### src/rtl/sequence_replay_window_check_unit_macros.svh
// Assertion macros for the replay window check unit.
// Used by the top level only; expects signals clock and reset in scope.
`ifndef SEQUENCE_REPLAY_WINDOW_CHECK_UNIT_MACROS_SVH
`define SEQUENCE_REPLAY_WINDOW_CHECK_UNIT_MACROS_SVH

// antecedent implies consequent in the same cycle
`define SRWC_ASSERT_SAME(label, ante, cons, msg) \
   label: assert property (@(posedge clock) disable iff (reset) (ante) |-> (cons)) \
      else $error(msg);

// antecedent implies consequent in the next cycle
`define SRWC_ASSERT_NEXT(label, ante, cons, msg) \
   label: assert property (@(posedge clock) disable iff (reset) (ante) |=> (cons)) \
      else $error(msg);

`endif

### src/rtl/srwc_pkg.sv
// Shared types and constants for the replay window check unit.
// No dependencies.
package srwc_pkg;

   localparam int SEQ_W           = 32;
   localparam int VERDICT_W       = 2;
   localparam int WINDOW_SIZE_DEF = 128;

   localparam logic [VERDICT_W-1:0] VERDICT_ACCEPTED = 2'd0;
   localparam logic [VERDICT_W-1:0] VERDICT_TOO_LOW  = 2'd1;
   localparam logic [VERDICT_W-1:0] VERDICT_SEEN     = 2'd2;

   typedef struct packed {
      logic                 accepted;
      logic [VERDICT_W-1:0] verdict;
      logic [SEQ_W-1:0]     highest_after;
   } srwc_result_type;

endpackage

### src/rtl/srwc_in_stage.sv
// Input register for the replay window check unit.
// Depends on srwc_pkg.
module srwc_in_stage
   import srwc_pkg::*;
(
   input  logic             clock,
   input  logic             reset,
   input  logic             req_valid,
   output logic             req_stall,
   input  logic [SEQ_W-1:0] req_seq_number,
   input  logic             take,
   output logic             fire,
   output logic [SEQ_W-1:0] seq
);

   logic             vld_ff, vld_in;
   logic [SEQ_W-1:0] seq_ff, seq_in;
   logic             load;

   assign fire      = vld_ff & take;
   assign req_stall = vld_ff & ~take;
   assign load      = req_valid & ~req_stall;
   assign seq       = seq_ff;

   always_comb begin
      vld_in = load | (vld_ff & ~fire);
      seq_in = load ? req_seq_number : seq_ff;
   end

   always_ff @(posedge clock) begin
      if (reset) begin
         vld_ff <= 1'b0;
      end else begin
         vld_ff <= vld_in;
      end
      seq_ff <= seq_in;
   end

endmodule

### src/rtl/srwc_window.sv
// Window state (highest number, seen-map) and the per-transaction decision.
// Depends on srwc_pkg.
module srwc_window
   import srwc_pkg::*;
#(
   parameter int WINDOW_SIZE = WINDOW_SIZE_DEF  // power of two
) (
   input  logic             clock,
   input  logic             reset,
   input  logic             fire,
   input  logic [SEQ_W-1:0] seq,
   output srwc_result_type  result
);

   localparam int IDX_W = $clog2(WINDOW_SIZE);

   logic [SEQ_W-1:0]       hs_ff, hs_in;
   logic [WINDOW_SIZE-1:0] map_ff, map_in;

   logic                   above, big_jump, too_low, seen;
   logic [SEQ_W-1:0]       diff;
   logic [IDX_W-1:0]       step, slot, base;
   logic [WINDOW_SIZE-1:0] clr_mask, set_mask;
   logic [VERDICT_W-1:0]   verdict;

   assign slot = seq[IDX_W-1:0];
   assign base = hs_ff[IDX_W-1:0];
   assign diff = seq - hs_ff;
   assign step = diff[IDX_W-1:0];

   always_comb begin
      above    = seq > hs_ff;
      big_jump = {1'b0, seq} >= ({1'b0, hs_ff} + (SEQ_W+1)'(WINDOW_SIZE));
      too_low  = ({1'b0, seq} + (SEQ_W+1)'(WINDOW_SIZE)) <= {1'b0, hs_ff};
      seen     = map_ff[slot];
   end

   // slots of the skipped numbers and of the new highest sit 1..step past the old highest
   always_comb begin
      logic [IDX_W-1:0] off;
      clr_mask = '0;
      set_mask = '0;
      for (int i = 0; i < WINDOW_SIZE; i++) begin
         off         = IDX_W'(i) - base;
         clr_mask[i] = (off != '0) && (off <= step);
      end
      set_mask[slot] = 1'b1;
   end

   always_comb begin
      hs_in  = hs_ff;
      map_in = map_ff;
      if (above) begin
         verdict = VERDICT_ACCEPTED;
         hs_in   = seq;
         map_in  = (big_jump ? '0 : (map_ff & ~clr_mask)) | set_mask;
      end else if (too_low) begin
         verdict = VERDICT_TOO_LOW;
      end else if (seen) begin
         verdict = VERDICT_SEEN;
      end else begin
         verdict = VERDICT_ACCEPTED;
         map_in  = map_ff | set_mask;
      end
   end

   always_comb begin
      result.accepted      = (verdict == VERDICT_ACCEPTED);
      result.verdict       = verdict;
      result.highest_after = hs_in;
   end

   always_ff @(posedge clock) begin
      if (reset) begin
         hs_ff  <= '0;
         map_ff <= '0;
      end else if (fire) begin
         hs_ff  <= hs_in;
         map_ff <= map_in;
      end
   end

endmodule

### src/rtl/srwc_out_stage.sv
// Result register for the replay window check unit.
// Depends on srwc_pkg.
module srwc_out_stage
   import srwc_pkg::*;
(
   input  logic                 clock,
   input  logic                 reset,
   input  logic                 fire,
   input  srwc_result_type      result,
   output logic                 take,
   output logic                 rsp_valid,
   input  logic                 rsp_stall,
   output logic                 rsp_accepted,
   output logic [VERDICT_W-1:0] rsp_verdict,
   output logic [SEQ_W-1:0]     rsp_highest_after
);

   logic            vld_ff, vld_in;
   srwc_result_type res_ff, res_in;

   // free when empty or when the held transaction leaves this cycle
   assign take = ~vld_ff | ~rsp_stall;

   always_comb begin
      vld_in = fire | (vld_ff & rsp_stall);
      res_in = fire ? result : res_ff;
   end

   always_ff @(posedge clock) begin
      if (reset) begin
         vld_ff <= 1'b0;
      end else begin
         vld_ff <= vld_in;
      end
      res_ff <= res_in;
   end

   assign rsp_valid         = vld_ff;
   assign rsp_accepted      = res_ff.accepted;
   assign rsp_verdict       = res_ff.verdict;
   assign rsp_highest_after = res_ff.highest_after;

endmodule

### src/rtl/sequence_replay_window_check_unit.sv
// Sliding-window anti-replay check, one sequence number per transaction.
// req_* carries the sequence number in; rsp_* returns accepted, verdict
// (accepted / below window / already seen) and the highest number after it.
// Both channels use valid/stall; a transaction moves when valid is high and
// stall is low.
// A transaction taken into the input register moves on into the result
// register, the second register, where rsp_valid goes high with its result.
// Throughput: one transaction per cycle while rsp_stall is low. The limit
// is the window state update: a 33-bit compare plus the per-slot clear
// mask, settled combinationally between the input and result registers.
// Reset (synchronous) empties both registers, sets the highest number to zero
// and clears the seen-map.
// While rsp_stall holds, the result register keeps its transaction, one more
// transaction waits in the input register, and then req_stall rises.
// WINDOW_SIZE must be a power of two.
// Depends on srwc_pkg, srwc_in_stage, srwc_window, srwc_out_stage and the assertion macro header.
`include "sequence_replay_window_check_unit_macros.svh"

module sequence_replay_window_check_unit
   import srwc_pkg::*;
#(
   parameter int WINDOW_SIZE = WINDOW_SIZE_DEF
) (
   input  logic                 clock,
   input  logic                 reset,
   input  logic                 req_valid,
   output logic                 req_stall,
   input  logic [SEQ_W-1:0]     req_seq_number,
   output logic                 rsp_valid,
   input  logic                 rsp_stall,
   output logic                 rsp_accepted,
   output logic [VERDICT_W-1:0] rsp_verdict,
   output logic [SEQ_W-1:0]     rsp_highest_after
);

   logic            take, fire;
   logic [SEQ_W-1:0] seq;
   srwc_result_type result;

   srwc_in_stage u_in (
      .clock          (clock),
      .reset          (reset),
      .req_valid      (req_valid),
      .req_stall      (req_stall),
      .req_seq_number (req_seq_number),
      .take           (take),
      .fire           (fire),
      .seq            (seq)
   );

   srwc_window #(
      .WINDOW_SIZE (WINDOW_SIZE)
   ) u_window (
      .clock  (clock),
      .reset  (reset),
      .fire   (fire),
      .seq    (seq),
      .result (result)
   );

   srwc_out_stage u_out (
      .clock             (clock),
      .reset             (reset),
      .fire              (fire),
      .result            (result),
      .take              (take),
      .rsp_valid         (rsp_valid),
      .rsp_stall         (rsp_stall),
      .rsp_accepted      (rsp_accepted),
      .rsp_verdict       (rsp_verdict),
      .rsp_highest_after (rsp_highest_after)
   );

   `SRWC_ASSERT_SAME(a_accept_not_above_top, fire && result.accepted, result.highest_after >= seq, "accepted number above highest")
   `SRWC_ASSERT_SAME(a_too_low_needs_room, fire && (result.verdict == VERDICT_TOO_LOW), result.highest_after >= SEQ_W'(WINDOW_SIZE), "too-low verdict with small highest")
   `SRWC_ASSERT_NEXT(a_result_loaded, fire, rsp_valid && (rsp_verdict == $past(result.verdict)), "result register missed a transaction")

endmodule
### config.mk
export PLATFORM = sky130hd
export DESIGN_NAME = sequence_replay_window_check_unit
export DESIGN_NICKNAME = d
export VERILOG_FILES = /design/src/rtl/srwc_pkg.sv /design/src/rtl/srwc_in_stage.sv /design/src/rtl/srwc_window.sv /design/src/rtl/srwc_out_stage.sv /design/src/rtl/sequence_replay_window_check_unit.sv
export VERILOG_INCLUDE_DIRS = /design/src /design/src/rtl
export SDC_FILE = /design/constraint.sdc
export NUM_CORES = 1
export LEC_CHECK = 0
export BUFFER_PORTS_ARGS = -buffer_cell sky130_fd_sc_hd__buf_2
export CAP_MARGIN = 25
export CORE_ASPECT_RATIO = 0.9
export CORE_MARGIN = 4
export CORE_UTILIZATION = 37
export DETAILED_ROUTE_END_ITERATION = 10
export SLEW_MARGIN = 15
export SYNTH_ARGS = -nofsm -noshare
export SYNTH_HDL_FRONTEND = slang
export SYNTH_HIERARCHICAL = 1
export SYNTH_SLANG_ARGS = --single-unit
### constraint.sdc
create_clock -name clock -period 7.8 [get_ports clock]
set_input_delay 2.34 -clock clock [delete_from_list [all_inputs] [get_ports clock]]
set_output_delay 2.34 -clock clock [all_outputs]
set_load 0.02 [all_outputs]
# == After elaboration in Yosys (flattened, before gate mapping) ==
# Cells that the tools add are included.
# word_totals
regBits,229
output_inout_bits,37
elab_cells,562
# op_classes
add_sub_neg,131
order_cmp,133
eq_ne,2
mux,12
bitwise,17
n_reduce_logical,259
# op_table
cell,n
7-bit less-or-equal comparator,128
7-bit nonzero test,128
128-bit two-way mux,4
"7-bit subtractor, first input constant",64
128-bit OR,2
"6-bit by 7-bit subtractor with 7-bit output, first input constant",32
1-bit logical AND,129
128-bit AND,1
128-bit NOT,1
"5-bit by 7-bit subtractor with 7-bit output, first input constant",16
"32-bit by 8-bit adder with 33-bit output, second input constant",2
"4-bit by 7-bit subtractor with 7-bit output, first input constant",8
32-bit by 33-bit >= comparator with 1-bit output,1
33-bit by 32-bit less-or-equal comparator with 1-bit output,1
32-bit greater-than comparator,1
32-bit two-way mux,1
"3-bit by 7-bit subtractor with 7-bit output, first input constant",4
"1-bit by 7-bit subtractor with 7-bit output, first input constant",2
"2-bit by 7-bit subtractor with 7-bit output, first input constant",2
"7-bit by 8-bit less-than comparator with 1-bit output, second input constant",1
1-bit binary-select mux with 7-bit select,1
1-bit demux with 7-bit select,1
"7-bit by 1-bit >= comparator with 1-bit output, second input constant",1
7-bit subtractor,1
8 further kinds,22

# == Longest topological paths before layout ==
# Gate-level depths: netlist of run 1.
# logic_depth
depth_word,8
ltp_mapped,18
ltp_nobuf,16

# == Cells and area by module ==
# Netlist of run 1, hierarchy kept.
# modules_own_cells
module,instances,cells_each,area_per_inst_um2,seq_area_each_um2
srwc_window,1,3082,23527.6,3203.1
srwc_out_stage,1,39,1083.5,1071.0
srwc_in_stage,1,37,1017.2,980.9

# == Worst setup path after synthesis of run 1 ==
# Ideal clock, no wire load.
# synth_timing
path_kind,flip-flop to flip-flop
from,register u_window.hs_ff[2]
to,register u_window.map_ff[79]
arrival_time_ns,6.167
required_time_ns,7.669
path_slack_ns,1.502
path_stages_with_launch,16
period_less_slack_ns,6.298
path_cell_list,dfxtp_1 clkbuf_1 inv_1 ha_1 a21oi_1 nand2_1 a21o_1 a21oi_1 xor2_1 ha_1 o22ai_1 a21oi_1 a21o_1 a32o_1 a221oi_1 a211oi_2
# synth_between
elab_chain_cells,8
elab_cells_between_ends,17
cone_classes,3 x add/sub; 4 x order compare; 2 x eq/ne; 2 x mux; 3 x bitwise; 3 x reduce/logical
# synth_rtl
item,line,rtl
"start, declared",srwc_window.sv:17,"logic [SEQ_W-1:0] hs_ff, hs_in;"
"start signal, assigned",srwc_window.sv:78,hs_ff <= hs_in;
branches (longest 8 deep; another with 32-bit by 8-bit adder with 33-bit output),-,
"end signal, assigned",srwc_window.sv:79,map_ff <= map_in;
"end, declared",srwc_window.sv:18,"logic [WINDOW_SIZE-1:0] map_ff, map_in;"
# Parallel ways; which one is timed is not known.
# A chain may end at the register's enable or synchronous reset.

# == Worst setup path in the final report of run 1 ==
# layout_timing
from,register u_window.hs_ff[3]
to,register u_window.map_ff[31]
# layout_between
elab_chain_cells,8
elab_cells_between_ends,17
cone_classes,3 x add/sub; 4 x order compare; 2 x eq/ne; 2 x mux; 3 x bitwise; 3 x reduce/logical
# layout_rtl
item
branches (longest 8 deep; another with 32-bit by 8-bit adder with 33-bit output)
# Parallel ways; which one is timed is not known.

==> reports/qor.csv, run 1 <==
metric;value;unit
Core ar.;68500;um^2
Post-CTS Setup Repair Bufs;0;
post-route cell area;28000;um^2
library cells used by synthesis;82;
ys async rst share;0;
GRT Util Overall;0.258;
pin count of the biggest net entering global routing;79;
EDFF count, synth;67;
Gate Count Post-Synth;3158;
Seq cells post-synth;229;
leak pwr;11.5;nW
mux contribution to synthesized area;0.0260;
drc violations;0;
Chip Height;258;um
clk buf depth;3;
post_cts resized;0;
Starting Density;0.374;
detail-routed net length per standard cell;24.1;um
Setup CP Type;reg -> reg;
clock latency on the worst-skew pair;0.57;ns
placed cell count;4071;
post-synthesis compound-gate area fraction;0.251;
Cell Area, Synth;25600;um^2
grt ovf;0;
I/O Buffers;72;
Mapped Nets;3562;
instance area at placement;27100;um^2
H-tree depth;1;
post-route ant nets;0;
clock network fraction of design power;0.216;
Critical Path Sink Type;flop;
worst-margin pin slew;1.18;ns
TritonCTS clock tree;built;
maximum vdd drop;0.142;mV
YS warnings;6;
Critical Path End;u_window/map_ff[31];
XOR/XNOR Fraction of Synth Area;0.0564;
total negative slack;0;ns
Hold Crit Class;reg -> reg;
Crit path arrival time;5.99;ns
sequential-to-total area share from yosys stat;0.205;
Worst Hold Depth;2;
final setup violation count;0;
slew margin rel.;0.211;
crit share post-route;0.715;
Max-Cap Viols;0;
Critical Path Start;u_window/hs_ff[3];
hold wc startpoint;u_window/map_ff[108];
startpoint types;flop;
Die Wd;285;um
nets;3575;
RR Startpoint;u_window/hs_ff[3];
largest family of logic cells by synthesized area;compound AO/OA/AOI/OAI gates;
Hold Vio Cnt, Final;0;
HPWL Detailed;72.5;mm
total CTS buffers;27;
global-route wire length before repair;149;mm
most used flip-flop cell after synthesis;dfxtp_1;
DR iter-0 viols;3291;
switching power;2.68;mW
Sw Share;0.457;
clock sinks;229;
P per Cell Area;210;nW/um^2
Final GP Congestion;1.07;
P&R area growth vs syn;9.06;%
Routed WL;99.2;mm
Top Ports;73;
DR vias;25500;
Root Driver;clkbuf_16;
status;finished clean;
number of antenna violations at the first check in global routing;7;
Syn Area/Cell;8.12;um^2
Synth Area in Adders;0.180;
DR vias/cell;6.19;
Clk pin slew, worst setup/hold paths;0.06;ns
RSZ-0062 raised after global routing;no;
vias in the first global route;23400;
R2R cell count;15;
Slew Limit Fails;0;
CTS Hold Bufs;0;
Worst R2R End;u_window/map_ff[31];
Internal Power;3.19;mW
die area;73500;um^2
Rows;91;
Seq pwr share;0.224;
worst path required time;8.21;ns
Comb power frac;0.560;
Clock Skew;0.0209;ns
Core Util, Final;0.408;
flop2flop setup slack;2.23;ns
layout cells sized above 1;0.113;
simple-gate share of the synthesized area;0.213;
Final min period;5.57;ns
Worst Path Max Fanout;20;
Fmax;0.179;GHz
Post-Layout Cell Count;4124;
Hold Slack;0.481;ns
Initial DRT Pass Iterations;6;
==> critical path, cell delays in order (launching register included) <==
cell and delay, ns:
dfxtp_1 0.31, buf_4 0.34, clkinv_1 0.81, ha_1 0.79, nand2_1 0.09, o21ai_1 0.21, a21o_1 0.72, buf_4 0.52
ha_1 0.38, nor3_1 0.20, nor2_1 0.08, o211a_1 0.13, o21ai_0 0.13, o21ai_0 0.22, a221oi_1 0.38, a211oi_2 0.08
==> state kept, by name (all words and copies together) (netlist names) <==
name	flops
u_in/seq	32
u_out/rsp_accepted	1
u_out/rsp_verdict	2
u_out/rsp_valid	1
u_window/map_ff	128
u_in/vld_ff	1
u_out/rsp_highest_after	32
u_window/hs_ff	32
==> power groups by stage <==
stage | registers [mW] | logic, mW | clock network, mW
CTS | 1.32 | 3.20 | 1.28
global placement | 1.34 | 3.15 | 0
detailed placement | 1.34 | 3.18 | 0
floorplan | 1.35 | 2.27 | 0
global route | 1.32 | 3.62 | 1.33
finish | 1.32 | 3.28 | 1.27
==> through the flow <==
stage               power [mW]  setup WS [ns]
global placement          4.50           2.19
detailed placement        4.52           2.11
global route              6.27           2.10
CTS                       5.79           2.10
floorplan                 3.61           1.50
finish                    5.87           2.23
==> area by class of cell <==
cell class / instances / area (um^2)
inverters: 254 / 953
clock buffers: 37 / 763
clock inverters: 10 / 88.8
repair buffers: 144 / 956
fillers: 7041 / 40600
flip-flops and latches: 229 / 5260
multi-input cells: 2515 / 18800
well taps: 930 / 1160
diodes: 5 / 12.5
==> cell families after synthesis <==
logic type | Yosys count
compound gates | 871
xor+xnor | 165
fa+ha+maj | 368
buf+inv | 414
mux | 50
simple gates | 1061
flops | 229
==> layout by cell type (no fill, tap or decap), types with 10 or more instances in the layout <==
master | Yosys | routed
ha_1 | 367 | 367
nand2_1 | 251 | 251
inv_1 | 249 | 248
nor2_1 | 236 | 234
dfxtp_1 | 162 | 160
xnor2_1 | 151 | 149
a21oi_1 | 148 | 146
a221oi_1 | 129 | 129
and3_1 | 118 | 118
nor3_1 | 117 | 113
o21ai_0 | 111 | 111
o22ai_1 | 80 | 80
a31oi_1 | 78 | 78
buf_2 | 28 | 71
nand3_1 | 69 | 69
buf_4 | 8 | 67
edfxtp_1 | 67 | 67
nor2b_1 | 68 | 67
o32ai_1 | 61 | 61
a211oi_1 | 55 | 55
nand4_1 | 48 | 48
o211a_1 | 43 | 43
nor3_2 | 36 | 40
a211oi_2 | 37 | 37
mux2_2 | 32 | 32
clkbuf_16 | 0 | 27
or3_1 | 26 | 26
or4_1 | 22 | 22
a21o_1 | 23 | 21
o21a_1 | 21 | 21
nand2b_1 | 21 | 21
xor2_1 | 14 | 12
or2_2 | 11 | 11
o221ai_1 | 11 | 11
mux4_2 | 10 | 10
==> worst min path at each step <==
stage / to / slack (ns)
global route: u_window/map_ff[108] / 0.49
detailed placement: u_window/map_ff[108] / 0.47
global placement: u_window/map_ff[84] / 0.46
floorplan: u_window/map_ff[98] / 0.45
finish: u_window/map_ff[108] / 0.48
CTS: u_window/map_ff[108] / 0.48
==> cell usage after synthesis (all sizes together), types with 69 or more instances <==
cell / n / area [um^2]
a221oi: 129 / 1130
ha: 367 / 4590
nand3: 69 / 345
dfxtp: 162 / 3240
inv: 251 / 942
a21oi: 149 / 757
o22ai: 80 / 500
clkbuf: 96 / 362
nand2: 252 / 948
a211oi: 92 / 876
nor3: 157 / 1010
nor2: 236 / 886
nor2b: 69 / 439
a31oi: 78 / 488
and3: 118 / 738
o21ai: 112 / 561
xnor2: 151 / 1320
==> layer usage <==
metal	routed length, um	track usage	share of wire	vias up
met2	40400	0.371	0.41	1296
met1	44100	0.375	0.44	12100
met5	8	0	0.000081	-
li1	-	-	-	11900
met3	10400	0.0548	0.11	227
met4	4270	0.0972	0.043	2
(Power assumes the default switching activity.)
==> run 2, diff against run 1 <==
==> constraint.sdc (replaced) <==
create_clock -name clock -period 5.3 [get_ports clock]
set_input_delay 1.59 -clock clock [delete_from_list [all_inputs] [get_ports clock]]
set_output_delay 1.59 -clock clock [all_outputs]
set_load 0.02 [all_outputs]
==> reports/qor.csv, run 2 (synthesized netlist as in run 1, its figures left out) <==
metric;value;unit
Critical Path Start;u_in/seq[8];
Starting Density;0.374;
clock latency on the worst-skew pair;0.58;ns
P&R area growth vs syn;10.2;%
DR iter-0 viols;3056;
Slew Limit Fails;0;
RSZ-0062 raised after global routing;no;
layout cells sized above 1;0.118;
H-tree depth;1;
GRT Util Overall;0.257;
drc violations;0;
Crit path arrival time;5.24;ns
Worst Path Max Fanout;15;
Root Driver;clkbuf_16;
Met2 Wirelength;40.8;mm
HPWL Detailed;74.2;mm
Initial DRT Pass Iterations;6;
commonest non-fill, non-tap cell in the layout;ha_1;
leak pwr;11.6;nW
Final GP Congestion;1.05;
hold wc startpoint;u_window/map_ff[84];
P per Cell Area;315;nW/um^2
flop2flop setup slack;0.47;ns
Clock Skew;0.0313;ns
met1 WL;44.2;mm
Clk pin slew, worst setup/hold paths;0.06;ns
grt ovf;0;
TritonCTS clock tree;built;
max FFs per register;128;
Die Wd;285;um
Critical Path Sink Type;flop;
Worst R2R End;u_window/map_ff[119];
die area;73500;um^2
Hold Vio Cnt, Final;0;
clk buf depth;3;
Worst Hold Depth;2;
crit share post-route;0.911;
nets;3597;
Hold Crit Class;reg -> reg;
Core Util, Final;0.412;
number of antenna violations at the first check in global routing;4;
Top reg by flops;u_window/map_ff;
total negative slack;0;ns
Top Ports;73;
vias in the first global route;23500;
worst path required time;5.71;ns
status;finished clean;
global-route wire length before repair;148;mm
Critical Path End;u_window/map_ff[119];
Hold Slack;0.482;ns
Core ar.;68500;um^2
pin count of the biggest net entering global routing;66;
Setup CP Type;reg -> reg;
maximum vdd drop;0.215;mV
slew margin rel.;0.225;
detail-routed net length per standard cell;24.0;um
most frequent cells in the layout;367 x ha_1, 251 x nand2_1, 248 x inv_1, 235 x nor2_1, 160 x dfxtp_1;
instance area at placement;27200;um^2
Routed WL;99.4;mm
final setup violation count;0;
post-route ant nets;0;
CTS Hold Bufs;0;
top layer reached by signal wires;met4;
DR vias/cell;6.21;
Rows;91;
Final min period;4.83;ns
startpoint types;flop;
Post-CTS Setup Repair Bufs;0;
Max-Cap Viols;0;
DR vias;25700;
I/O Buffers;72;
total CTS buffers;29;
R2R cell count;16;
Routed met3 length;10.7;mm
n_diodes;0;
clock sinks;229;
Fmax;0.207;GHz
post_cts resized;0;
RR Startpoint;u_in/seq[8];
post-route cell area;28200;um^2
worst-margin pin slew;1.16;ns
Chip Height;258;um
## run 2: final cells by class
type | count | area [um^2]
clock buffers | 41 | 821
clock inverters | 11 | 136
fillers | 7004 | 40300
inverters | 254 | 953
multi-input cells | 2515 | 18700
flip-flops and latches | 229 | 5260
well taps | 930 | 1160
repair buffers | 164 | 1180
## run 2: power by group
group	internal, mW	leakage, nW	switching, mW
clock	1.21	0.462	0.801
combinational	1.81	9.23	3.13
sequential	1.87	1.96	0.0582
total	4.90	11.6	3.99
## run 2: worst min-delay path by stage
stage / to / slack, ns
2_1_floorplan: u_window/map_ff[98] / 0.45
3_3_place_gp: u_window/map_ff[18] / 0.47
3_5_place_dp: u_window/map_ff[84] / 0.47
4_1_cts: u_window/map_ff[84] / 0.48
5_1_grt: u_window/map_ff[84] / 0.49
6_report: u_window/map_ff[84] / 0.48
## run 2: critical path, stage by stage (launching register included)
cell	delay, ns
edfxtp_1	0.44
ha_1	0.26
nand4_1	0.17
or3_1	0.42
nor2_1	0.31
nand3_1	0.15
xnor2_1	0.15
ha_1	0.30
nand3_1	0.10
or3_1	0.38
or3_1	0.40
or2_4	0.27
a21oi_4	0.34
buf_4	0.28
nor3_2	0.08
a2bb2oi_4	0.47
a211oi_1	0.15
## run 2: per-stage QoR
| stage | worst slack, ns | power [mW] | cells |
|---|---|---|---|
| 2_1_floorplan | 0.144 | 5.32 | 3158 |
| 6_report | 0.471 | 8.89 | 4144 |
| 3_5_place_dp | 0.614 | 6.74 | 4090 |
| 4_1_cts | 0.566 | 8.77 | 4142 |
| 3_3_place_gp | 0.699 | 6.71 | 4088 |
| 5_1_grt | 0.102 | 9.47 | 4144 |
## run 2: routing by layer
layer	vias up	track usage
li1	12000	-
met1	12300	0.372
met2	1250	0.379
met3	217	0.0567
met4	0	0.0829
met5	-	0
